`config.mk`:
```
export PLATFORM = sky130hd
export DESIGN_NAME = multi_channel_interval_timer_unit
export DESIGN_NICKNAME = d
export VERILOG_FILES = /design/src/sv/mcit_pkg.sv /design/src/sv/multi_channel_interval_timer_unit.sv
export SDC_FILE = /design/constraint.sdc
export NUM_CORES = 1
export LEC_CHECK = 0
export BUFFER_PORTS_ARGS = -buffer_cell sky130_fd_sc_hd__buf_4
export CAP_MARGIN = 10
export CORE_AREA = 2 2 210 253
export CTS_CLUSTER_SIZE = 40
export DETAILED_ROUTE_END_ITERATION = 8
export DIE_AREA = 0 0 212 255
export PLACE_DENSITY = 0.77
export SLEW_MARGIN = 20
export SYNTH_ARGS = -nofsm -noshare
export SYNTH_HDL_FRONTEND = slang
export SYNTH_SLANG_ARGS = --single-unit
export TNS_END_PERCENT = 50
```
`constraint.sdc`:
```
create_clock -name clk -period 9.4 [get_ports clk]
set_input_delay 0 -clock clk [delete_from_list [all_inputs] [get_ports clk]]
set_output_delay 0 -clock clk [all_outputs]
set_load 0.03 [all_outputs]
```
`src/sv/mcit_pkg.sv`:
```
// shared types, codes and defaults for the multi-channel interval timer
`timescale 1ns / 1ps

package mcit_pkg;

  // default bank size and counter width
  localparam int NUM_CHANNELS_DEF = 8;
  localparam int TIME_WIDTH_DEF   = 32;

  // fixed field widths of the stream and config words
  localparam int CHAN_W     = 3;
  localparam int PERIOD_W   = 32;
  localparam int CMD_W      = 3;
  localparam int MASK_W     = 8;
  localparam int OUT_TIME_W = 32;
  localparam int IN_DATA_W  = 40;
  localparam int OUT_DATA_W = 48;
  localparam int CFG_IDX_W  = 8;

  // command codes carried in tuser
  typedef enum logic [CMD_W-1:0] {
    CMD_TICK    = 3'd0,
    CMD_LOAD    = 3'd1,
    CMD_RESTART = 3'd2,
    CMD_POLL    = 3'd3,
    CMD_REMOVE  = 3'd4
  } cmd_t;

  // configuration register indexes
  localparam logic [CFG_IDX_W-1:0] REG_CALLBACK  = 8'd0;
  localparam logic [CFG_IDX_W-1:0] REG_AUTORESET = 8'd1;

  // register reset values
  localparam logic [MASK_W-1:0] CALLBACK_RST  = 8'h00;
  localparam logic [MASK_W-1:0] AUTORESET_RST = 8'hFF;

  // sequencer states, one-hot
  typedef enum logic [4:0] {
    S_IDLE = 5'b00001,
    S_EXEC = 5'b00010,
    S_TICK = 5'b00100,
    S_SCAN = 5'b01000,
    S_RESP = 5'b10000
  } state_t;

  // per-channel bit of an eight-bit register; channels eight and above have none
  function automatic logic reg_bit(input logic [MASK_W-1:0] mask, input logic [5:0] ch);
    logic hit;
    hit = 1'b0;
    if (ch < 6'd8) begin
      hit = mask[ch[2:0]];
    end
    return hit;
  endfunction

endpackage

```
`src/sv/multi_channel_interval_timer_unit.sv`:
```
// top level of the multi-channel interval timer: sequencer, channel scan and stream ports
`timescale 1ns / 1ps

// Bank of interval timers sharing one tick counter that advances on each tick command.
// Input channel (in_*): one word per command. in_tuser holds the command code
// (tick, load, restart, poll, remove); in_tdata holds channel and period.
// Output channel (out_*): exactly one word per command, carrying poll_done,
// fired_mask and the counter value after the command.
// Config channel (cfg_*): index 0 writes callback_mask, index 1 autoreset_mask,
// other indexes are ignored; always ready, write only while idle.
// Sequence: a word is captured into the command, channel and period registers on
// accept; load, restart, poll, remove and unknown codes then execute in the exec
// state, while a tick advances the counter in the tick state and then scans the
// channels through one shared subtract-and-compare unit at one channel a cycle.
// The response state then writes the result to the output register, waiting while
// that register is still held, and in_tready returns as out_tvalid rises.
// in_tready is high only while the sequencer is idle.
// A stalled receiver holds the output register; the block still takes the
// next word and waits before its own result until the register frees up.
// Reset (rst_n low, synchronous) zeroes the counter, disables all channels,
// sets callback_mask to 0 and autoreset_mask to all ones.
module multi_channel_interval_timer_unit #(
  parameter int NUM_CHANNELS = mcit_pkg::NUM_CHANNELS_DEF,
  parameter int TIME_WIDTH   = mcit_pkg::TIME_WIDTH_DEF
) (
  input  logic                            clk,
  input  logic                            rst_n,
  // input stream
  input  logic                            in_tvalid,
  output logic                            in_tready,
  input  logic [mcit_pkg::IN_DATA_W-1:0]  in_tdata,   // channel[2:0], period[34:3], zero pad
  input  logic [mcit_pkg::CMD_W-1:0]      in_tuser,   // command[2:0]
  // result stream
  output logic                            out_tvalid,
  input  logic                            out_tready,
  output logic [mcit_pkg::OUT_DATA_W-1:0] out_tdata,  // poll_done[0], fired_mask[8:1],
                                                      // current_time[40:9], zero pad
  // configuration writes
  input  logic                            cfg_valid,
  output logic                            cfg_ready,
  input  logic [mcit_pkg::CFG_IDX_W-1:0]  cfg_index,
  input  logic [mcit_pkg::MASK_W-1:0]     cfg_wdata
);

  import mcit_pkg::*;

  localparam int CH_W = (NUM_CHANNELS > 1) ? $clog2(NUM_CHANNELS) : 1;

  // sequencer and control state
  state_t                 state_r, state_nxt;
  cmd_t                   cmd_r, cmd_nxt;
  logic [CHAN_W-1:0]      chan_r, chan_nxt;
  logic [PERIOD_W-1:0]    period_r, period_nxt;
  logic [CH_W-1:0]        idx_r, idx_nxt;
  logic [TIME_WIDTH-1:0]  now_r, now_nxt;
  logic [NUM_CHANNELS-1:0] done_r, done_nxt;
  logic [NUM_CHANNELS-1:0] en_r, en_nxt;
  logic [NUM_CHANNELS-1:0] st_vld_r, st_vld_nxt;
  logic [NUM_CHANNELS-1:0] per_vld_r, per_vld_nxt;
  logic                   poll_r, poll_nxt;
  logic [MASK_W-1:0]      fired_r, fired_nxt;
  logic [MASK_W-1:0]      cb_r, cb_nxt;
  logic [MASK_W-1:0]      ar_r, ar_nxt;
  logic                   out_valid_r, out_valid_nxt;
  logic [OUT_DATA_W-1:0]  out_data_r, out_data_nxt;

  // channel memories
  logic [TIME_WIDTH-1:0]  start_mem [NUM_CHANNELS];
  logic [TIME_WIDTH-1:0]  period_mem [NUM_CHANNELS];
  logic [TIME_WIDTH-1:0]  st_rd_r;
  logic [TIME_WIDTH-1:0]  per_rd_r;
  logic [CH_W-1:0]        rd_addr;
  logic                   st_we;
  logic [CH_W-1:0]        st_waddr;
  logic                   per_we;
  logic [TIME_WIDTH-1:0]  per_wdata;

  // datapath helpers
  logic                   in_acc;
  logic                   ch_ok;
  logic [5:0]             ch_w;
  logic [CH_W-1:0]        ch_idx;
  logic [5:0]             idx_w;
  logic                   scan_last;
  logic [TIME_WIDTH-1:0]  st_val;
  logic [TIME_WIDTH-1:0]  per_val;
  logic [TIME_WIDTH-1:0]  elapsed;
  logic                   hit;
  logic [63:0]            now_ext;
  logic [63:0]            per_ext;

  assign in_tready  = (state_r == S_IDLE);
  assign in_acc     = in_tvalid && in_tready;
  assign cfg_ready  = 1'b1;
  assign out_tvalid = out_valid_r;
  assign out_tdata  = out_data_r;

  // addressed channel decode
  assign ch_ok  = (32'(chan_r) < NUM_CHANNELS);
  assign ch_w   = 6'(chan_r);
  assign ch_idx = ch_w[CH_W-1:0];
  assign idx_w  = 6'(idx_r);
  assign scan_last = (32'(idx_r) == NUM_CHANNELS - 1);

  assign now_ext   = 64'(now_r);
  assign per_ext   = 64'(period_r);
  assign per_wdata = per_ext[TIME_WIDTH-1:0];

  // shared compare unit: wrapping elapsed time against the period
  assign st_val  = st_vld_r[idx_r] ? st_rd_r : '0;
  assign per_val = per_vld_r[idx_r] ? per_rd_r : '0;
  assign elapsed = now_r - st_val;
  assign hit     = en_r[idx_r] && !done_r[idx_r] && (elapsed >= per_val);

  // sequencer and state updates
  always_comb begin
    state_nxt     = state_r;
    cmd_nxt       = cmd_r;
    chan_nxt      = chan_r;
    period_nxt    = period_r;
    idx_nxt       = idx_r;
    now_nxt       = now_r;
    done_nxt      = done_r;
    en_nxt        = en_r;
    st_vld_nxt    = st_vld_r;
    per_vld_nxt   = per_vld_r;
    poll_nxt      = poll_r;
    fired_nxt     = fired_r;
    cb_nxt        = cb_r;
    ar_nxt        = ar_r;
    out_valid_nxt = out_valid_r;
    out_data_nxt  = out_data_r;
    rd_addr       = '0;
    st_we         = 1'b0;
    st_waddr      = ch_idx;
    per_we        = 1'b0;

    // configuration writes
    if (cfg_valid) begin
      if (cfg_index == REG_CALLBACK) begin
        cb_nxt = cfg_wdata;
      end else if (cfg_index == REG_AUTORESET) begin
        ar_nxt = cfg_wdata;
      end
    end

    // output register drains
    if (out_valid_r && out_tready) begin
      out_valid_nxt = 1'b0;
    end

    unique case (state_r)
      S_IDLE: begin
        if (in_acc) begin
          cmd_nxt    = cmd_t'(in_tuser);
          chan_nxt   = in_tdata[2:0];
          period_nxt = in_tdata[34:3];
          poll_nxt   = 1'b0;
          fired_nxt  = '0;
          state_nxt  = (cmd_t'(in_tuser) == CMD_TICK) ? S_TICK : S_EXEC;
        end
      end
      S_TICK: begin
        now_nxt   = now_r + TIME_WIDTH'(1);
        idx_nxt   = '0;
        rd_addr   = '0;
        state_nxt = S_SCAN;
      end
      S_SCAN: begin
        rd_addr = scan_last ? idx_r : idx_r + CH_W'(1);
        if (hit) begin
          done_nxt[idx_r] = 1'b1;
          if (reg_bit(cb_r, idx_w)) begin
            done_nxt[idx_r]      = 1'b0;
            fired_nxt[idx_w[2:0]] = 1'b1;
            if (reg_bit(ar_r, idx_w)) begin
              st_we               = 1'b1;
              st_waddr            = idx_r;
              st_vld_nxt[idx_r]   = 1'b1;
            end
          end
        end
        if (scan_last) begin
          state_nxt = S_RESP;
        end else begin
          idx_nxt = idx_r + CH_W'(1);
        end
      end
      S_EXEC: begin
        if (ch_ok) begin
          unique case (cmd_r)
            CMD_LOAD: begin
              en_nxt[ch_idx]      = 1'b1;
              done_nxt[ch_idx]    = 1'b0;
              per_we              = 1'b1;
              per_vld_nxt[ch_idx] = 1'b1;
              st_we               = 1'b1;
              st_vld_nxt[ch_idx]  = 1'b1;
            end
            CMD_RESTART: begin
              st_we              = 1'b1;
              st_vld_nxt[ch_idx] = 1'b1;
            end
            CMD_POLL: begin
              if (done_r[ch_idx]) begin
                done_nxt[ch_idx] = 1'b0;
                poll_nxt         = 1'b1;
                if (reg_bit(ar_r, ch_w)) begin
                  st_we              = 1'b1;
                  st_vld_nxt[ch_idx] = 1'b1;
                end
              end
            end
            CMD_REMOVE: begin
              en_nxt[ch_idx] = 1'b0;
            end
            default: begin
              // tick never reaches here; unknown codes change nothing
            end
          endcase
        end
        state_nxt = S_RESP;
      end
      S_RESP: begin
        if (!out_valid_r || out_tready) begin
          out_data_nxt  = {7'd0, now_ext[OUT_TIME_W-1:0], fired_r, poll_r};
          out_valid_nxt = 1'b1;
          state_nxt     = S_IDLE;
        end
      end
      default: begin
        state_nxt = S_IDLE;
      end
    endcase
  end

  // control registers
  always_ff @(posedge clk) begin
    if (!rst_n) begin
      state_r     <= S_IDLE;
      idx_r       <= '0;
      now_r       <= '0;
      done_r      <= '0;
      en_r        <= '0;
      st_vld_r    <= '0;
      per_vld_r   <= '0;
      cb_r        <= CALLBACK_RST;
      ar_r        <= AUTORESET_RST;
      out_valid_r <= 1'b0;
    end else begin
      state_r     <= state_nxt;
      idx_r       <= idx_nxt;
      now_r       <= now_nxt;
      done_r      <= done_nxt;
      en_r        <= en_nxt;
      st_vld_r    <= st_vld_nxt;
      per_vld_r   <= per_vld_nxt;
      cb_r        <= cb_nxt;
      ar_r        <= ar_nxt;
      out_valid_r <= out_valid_nxt;
    end
  end

  // payload registers
  always_ff @(posedge clk) begin
    cmd_r      <= cmd_nxt;
    chan_r     <= chan_nxt;
    period_r   <= period_nxt;
    poll_r     <= poll_nxt;
    fired_r    <= fired_nxt;
    out_data_r <= out_data_nxt;
  end

  // start time memory: one write, one registered read
  always_ff @(posedge clk) begin
    if (st_we) begin
      start_mem[st_waddr] <= now_r;
    end
    st_rd_r <= start_mem[rd_addr];
  end

  // period memory: written by load, read by the scan
  always_ff @(posedge clk) begin
    if (per_we) begin
      period_mem[ch_idx] <= per_wdata;
    end
    per_rd_r <= period_mem[rd_addr];
  end

endmodule
```
# After elaboration in Yosys (flattened, before gate mapping)

Memories as Yosys holds them, arrays and structs flattened. A register that Yosys moved wholly into a read port is not among the register bits.
Cells that the tools add are included.

Register bits after elaboration: 177
RAM bits: 512
Bits of input ports: 64
Output and inout port bits: 51
Word-level logic and storage cells: 173
Memories kept: 2

Add/subtract/negate cells: 3
$lt $le $gt $ge: 7
Eq/ne operators: 23
Muxes and demuxes: 82
Bitwise operators: 12
Reductions and logical operators: 28

Memory list:

| memory     | words | bits a word | read ports | clocked after Yosys merged registers in | wr ports | line                                    | text |
|---|---|---|---|---|---|---|---|
| period_mem | 8     | 32          | 1          | 1                                       | 1        | multi_channel_interval_timer_unit.sv:69 | `logic [TIME_WIDTH-1:0] period_mem [NUM_CHANNELS];` |
| start_mem  | 8     | 32          | 1          | 1                                       | 1        | multi_channel_interval_timer_unit.sv:68 | `logic [TIME_WIDTH-1:0] start_mem [NUM_CHANNELS];` |

Operators with widths:

| cell                  | number |
|---|---|
| $pmux 8 s2            | 6 |
| $mux 8                | 11 |
| $mux 32               | 2 |
| $or 8x8->8            | 6 |
| $mux 1                | 38 |
| $add 32x1->32 const B | 1 |
| $ge 32x32->1          | 1 |
| $sub 32x32->32        | 1 |
| $pmux 5 s5            | 1 |
| $and 8x8->8           | 3 |
| $bmux 1 s3            | 8 |
| $mux 3                | 7 |
| $lt 3x4->1 const B    | 4 |
| $not 8->8             | 2 |
| $mux 5                | 3 |
| $ne 2x2->1 const B    | 7 |
| $reduce_and 4->1      | 3 |
| $reduce_and 2->1      | 5 |
| $reduce_bool 2->1     | 5 |
| $ne 3x3->1 const B    | 3 |
| $eq 8x1->1 const B    | 1 |
| $logic_not 8->1       | 1 |
| $reduce_and 7->1      | 1 |
| $demux 1 s3           | 2 |
| other kinds (21)      | 33 |

# Logic depth before layout (Yosys ltp)

Depth in word-level cells: 17
Depth in mapped cells: 25
Mapped depth without buffers: 22

# Least setup slack after synthesis

OpenSTA, ideal clock, no wires.

Path type: flip-flop to flip-flop
From: register idx_r[1]
To: memory start_mem[1][0] (netlist bit) (enable)
Setup time: 433 ps
Arrival: 6,590 ps
Data required time: 8,967 ps
Slack: 2,377 ps
Cell stages (with the launch flop): 24
Buffers on the path: 4
Clock period less this slack: 7,023 ps
Cells stage by stage: dfxtp_1 buf_2 buf_4 nor3b_1 a22oi_1 nand3_1 clkbuf_1 nand2_1 fa_1 a211oi_1 nor4_1 o21ai_0 nand3_1 a211oi_1 nor4bb_1 a311o_1 ha_1 nand4_1 nor4_1 a221oi_1 o21ai_0 o211ai_2 buf_2 o22ai_1

Cells in the longest elaborated chain, start to end: 12
Elaborated cells on any way between the ends: 37
Classes of those cells: 1 x add/sub; 2 x order compare; 31 x mux; 3 x reduce/logical

RTL lines:

| item                                                    | line                                     | text |
|---|---|---|
| start: declaration                                      | multi_channel_interval_timer_unit.sv:54  | `logic [CH_W-1:0] idx_r, idx_nxt;` |
| start signal: assignment                                | multi_channel_interval_timer_unit.sv:252 | `idx_r <= idx_nxt;` |
| branches (longest 12 deep; another with $sub 32x32->32) | n/a                                      |  |
| end: declaration                                        | multi_channel_interval_timer_unit.sv:68  |  |

Parallel ways; which one is timed is not known. The select of a mux whose other input is x is not followed.

# Worst setup path in the final report

From: register idx_r[2]
To: memory start_mem[0][18] (netlist bit) (enable)

Same word-level chain as after synthesis.

==> run_summary.xml <==
<?xml version="1.0" encoding="UTF-8"?>
<metrics>
  <group name="run_status">
    <metric name="status" unit="">finished, final reports clean</metric>
  </group>
  <group name="clocking">
    <metric name="cts.htree.levels" unit="">3</metric>
    <metric name="cts_made_buffers" unit="">71</metric>
    <metric name="cts.path.max_buffers" unit="">3</metric>
    <metric name="clk_latency" unit="ps">620</metric>
    <metric name="cts-root-buf" unit="">sky130_fd_sc_hd__clkbuf_16</metric>
    <metric name="cts_hold_buf" unit="">59</metric>
    <metric name="postCtsSetupRepairBufs" unit="">0</metric>
    <metric name="tritoncts" unit="">done</metric>
    <metric name="clock_sink_count" unit="">753</metric>
    <metric name="post_cts_resize_count" unit="">0</metric>
    <metric name="cts.reportedPaths.clkPinSlew" unit="ps">60</metric>
  </group>
  <group name="logic_synthesis">
    <metric name="synth-xor-area-share" unit="%">1.37</metric>
    <metric name="muxShareOfSynthArea" unit="%">1.08</metric>
    <metric name="yosys_warnings" unit="">0</metric>
    <metric name="synthesis.instances" unit="">2501</metric>
    <metric name="postSynthRegisterBits" unit="">753</metric>
    <metric name="synth_sequential_area_ratio" unit="%">68.8</metric>
    <metric name="mappedNetlistArea" unit="µm²">30700</metric>
    <metric name="synth_simple_gate_area_share" unit="%">12.2</metric>
    <metric name="synthDistinctLibCells" unit="">75</metric>
    <metric name="synthTopCellsByArea" unit="">sky130_fd_sc_hd__edfxtp_1 59%, sky130_fd_sc_hd__dfxtp_1 10%, sky130_fd_sc_hd__nand2_1 5.6%</metric>
    <metric name="largest_family_of_logic_cells_by_synthesized_area" unit="">simple AND/OR/NAND/NOR gates</metric>
    <metric name="post_synth.cell_area_avg" unit="µm²">12.3</metric>
    <metric name="synth_compound_area_share" unit="%">11.5</metric>
    <metric name="synth_enable_flop_cells" unit="">600</metric>
    <metric name="postSynth.asyncResetShare" unit="%">0</metric>
    <metric name="synth.top_cell.area_share" unit="%">58.8</metric>
    <metric name="dominantRegCellSynth" unit="">sky130_fd_sc_hd__edfxtp_1</metric>
    <metric name="synth_adder_area_share" unit="%">2.72</metric>
    <metric name="yosysTopAreaCell" unit="">sky130_fd_sc_hd__edfxtp_1</metric>
  </group>
  <group name="power_and_ir_drop">
    <metric name="cellLeakagePower" unit="nW">12.1</metric>
    <metric name="p_per_area" unit="nW/µm²">196</metric>
    <metric name="ir_drop" unit="mV">0.190</metric>
    <metric name="total_power" unit="mW">6.87</metric>
  </group>
  <group name="layout">
    <metric name="n_antenna_cell" unit="">0</metric>
    <metric name="final-seq-area" unit="µm²">21100</metric>
    <metric name="share_of_layout_cells_above_drive_strength_1" unit="%">10.3</metric>
    <metric name="area_of_the_multi_input_gates" unit="µm²">9080</metric>
    <metric name="most_common_cell_after_layout_fill_and_taps_aside" unit="">sky130_fd_sc_hd__edfxtp_1</metric>
    <metric name="layout.filler_cells" unit="">3619</metric>
    <metric name="most_frequent_cells_in_the_layout" unit="">600 x sky130_fd_sc_hd__edfxtp_1, 458 x sky130_fd_sc_hd__nand2_1, 189 x sky130_fd_sc_hd__nor2_1</metric>
    <metric name="area_growth_syn_to_layout" unit="%">14.2</metric>
    <metric name="nets" unit="">2758</metric>
    <metric name="design_area" unit="µm²">35000</metric>
  </group>
  <group name="timing">
    <metric name="slew_headroom" unit="%">28.5</metric>
    <metric name="finalWorstSetupSlack" unit="ps">1670</metric>
    <metric name="setup_repair_after_global_routing_missed_its_margin" unit="">no</metric>
    <metric name="final_worst_path_cycle_share" unit="%">82.3</metric>
    <metric name="timing.final.hold_violations" unit="">0</metric>
    <metric name="max_freq" unit="GHz">0.129</metric>
    <metric name="report.final.setup_viol" unit="">0</metric>
    <metric name="max_slew.worst_pin.slew" unit="ps">1070</metric>
    <metric name="finalSetupTns" unit="ps">0</metric>
    <metric name="final_max_slew_viol_count" unit="">0</metric>
    <metric name="crit_path_time_final" unit="ps">7730</metric>
    <metric name="clock_skew" unit="ps">27.4</metric>
  </group>
  <group name="global_route">
    <metric name="antenna_found_initial" unit="">1</metric>
    <metric name="grt.total_usage" unit="%">26.2</metric>
    <metric name="grt_pass1_vias" unit="">20100</metric>
    <metric name="grt_first_pass_wirelength" unit="µm">109000</metric>
    <metric name="grt_overflow_total" unit="">0</metric>
    <metric name="pin_count_of_the_biggest_net_entering_global_routing" unit="">166</metric>
  </group>
  <group name="worst_hold_path">
    <metric name="min_delay_worst_type" unit="">in2reg</metric>
  </group>
  <group name="placement">
    <metric name="place_hpwl" unit="µm">41600</metric>
    <metric name="post-place-ws" unit="ps">1920</metric>
    <metric name="place_congestion" unit="">0.918</metric>
    <metric name="placedInstanceArea" unit="µm²">32200</metric>
    <metric name="port-buffer-count" unit="">101</metric>
  </group>
  <group name="route">
    <metric name="routed-via-count" unit="">20300</metric>
    <metric name="drt-vias-per-instance" unit="">6.00</metric>
    <metric name="totalWireLength" unit="µm">70700</metric>
    <metric name="dr.pass1.iters" unit="">5</metric>
    <metric name="postRouteAntennaNets" unit="">0</metric>
    <metric name="route.detailed.drc" unit="">0</metric>
    <metric name="drt_first_iter_violations" unit="">1621</metric>
    <metric name="wl_per_cell" unit="µm">20.9</metric>
  </group>
  <group name="floorplan">
    <metric name="floorplan.io_pins" unit="">115</metric>
    <metric name="std_cell_core_area" unit="µm²">51900</metric>
    <metric name="chipWidth" unit="µm">212</metric>
    <metric name="fp.dieH" unit="µm">255</metric>
    <metric name="initial_core_utilization" unit="%">59.0</metric>
    <metric name="dieArea" unit="µm²">54100</metric>
    <metric name="rows" unit="">92</metric>
  </group>
  <group name="run">
    <metric name="max_cap_violations" unit="">0</metric>
  </group>
  <group name="setup_path">
    <metric name="worst_setup_path_end_kind" unit="">register</metric>
    <metric name="worst-endpoint-arrival" unit="ps">7970</metric>
    <metric name="start_kind" unit="">register</metric>
    <metric name="critPathKind" unit="">reg2reg</metric>
    <metric name="worstPathRequired" unit="ps">9640</metric>
    <metric name="crit_path_max_fanout" unit="">32</metric>
  </group>
</metrics>
final cells by class:
cell class / count / share of cell area, %
clock buffer: 105 / 5.75
clock inverter: 26 / 0.643
inverter: 24 / 0.257
multi-input combinational: 1583 / 25.9
sequential: 753 / 60.2
tap: 705 / 2.52
timing repair buffer: 195 / 4.67
metal layers:
metal	routed length [µm]	track usage, %	vias up	share of wire (%)
met2	36600	46.5	659	52
li1	-	-	9481	-
met1	28300	32.4	10100	40
met4	2150	11.2	0	3.0
met5	0	0	-	0
met3	3670	3.52	120	5.2
stage by stage:
| stage | utilization [%] | hold slack [ps] | std cells |
|---|---|---|---|
| floorplan | - | 76.4 | 2507 |
| global placement | 62.0 | 178 | 3201 |
| detailed placement | 62.0 | 179 | 3201 |
| CTS | 67.4 | 8.09 | 3391 |
| global route | 67.4 | 77.0 | 3391 |
| finish | 67.4 | 40.1 | 3391 |
report_power, final:
part	leakage, nW	internal [mW]	switching (mW)	total [mW]
registers	6.75	3.71	0.0888	3.80
logic	4.31	0.109	0.204	0.313
clock network	1.08	1.57	1.18	2.76
total	12.1	5.39	1.48	6.87
critical path: stages (launching register included):
cell,delay [ps]
sky130_fd_sc_hd__dfxtp_1,620
sky130_fd_sc_hd__nor3b_1,730
sky130_fd_sc_hd__a22oi_1,200
sky130_fd_sc_hd__nand3_1,160
sky130_fd_sc_hd__buf_4,320
sky130_fd_sc_hd__and2_1,190
sky130_fd_sc_hd__ha_1,160
sky130_fd_sc_hd__inv_1,60
sky130_fd_sc_hd__fa_1,420
sky130_fd_sc_hd__a211oi_1,330
sky130_fd_sc_hd__nor4_1,160
sky130_fd_sc_hd__o21ai_0,210
sky130_fd_sc_hd__nand3_1,220
sky130_fd_sc_hd__a211oi_1,520
sky130_fd_sc_hd__nor4bb_1,120
sky130_fd_sc_hd__a311o_1,300
sky130_fd_sc_hd__ha_1,290
sky130_fd_sc_hd__nand4_1,120
sky130_fd_sc_hd__nor4_1,410
sky130_fd_sc_hd__a221oi_1,140
sky130_fd_sc_hd__o21ai_0,320
sky130_fd_sc_hd__o211ai_2,370
sky130_fd_sc_hd__buf_4,320
sky130_fd_sc_hd__o22ai_4,150
sky130_fd_sc_hd__buf_4,480
sequential cells by signal, indices dropped and copies added (netlist names), 5 cells and up, named ones only:
signal / count
per_vld_r: 8
per_rd_r: 32
now_r: 32
state_r: 5
st_vld_r: 8
st_rd_r: 32
period_mem: 256
start_mem: 256
ar_r: 8
fired_r: 8
cb_r: 8
per_wdata: 32
out_tdata: 41
path summary, 6_finish.rpt:
path,start,to,slack (ps),cells past startpoint
hold / removal,cfg_index[5],cb_r[4],40,6
setup / recovery,idx_r[2],start_mem[0][18],1670,24
setup reg to reg,idx_r[2],start_mem[0][18],1670,24
hold reg to reg,fired_r[5],out_tdata[6],460,0
cell usage after synthesis, drive strengths merged, types with 24 or more instances:
library cell	count
edfxtp	600
nand2	458
nor2	199
o21ai	173
dfxtp	153
a21oi	143
clkbuf	111
nand3	85
o22ai	79
o221ai	67
ha	65
buf	36
xnor2	26
inv	24
kinds of logic (layout without fill, tap and decap cells):
logic type               Yosys count  after routing
buffers and inverters            171            350
adder cells (fa/ha/maj)           66             66
flip-flops                       753            753
AND/OR/NAND/NOR                  873            873
XOR/XNOR                          48             48
AO/OA/AOI/OAI                    560            560
other                              2              8
multiplexers                      28             28
Note: power is estimated with default switching activity, not from simulation.
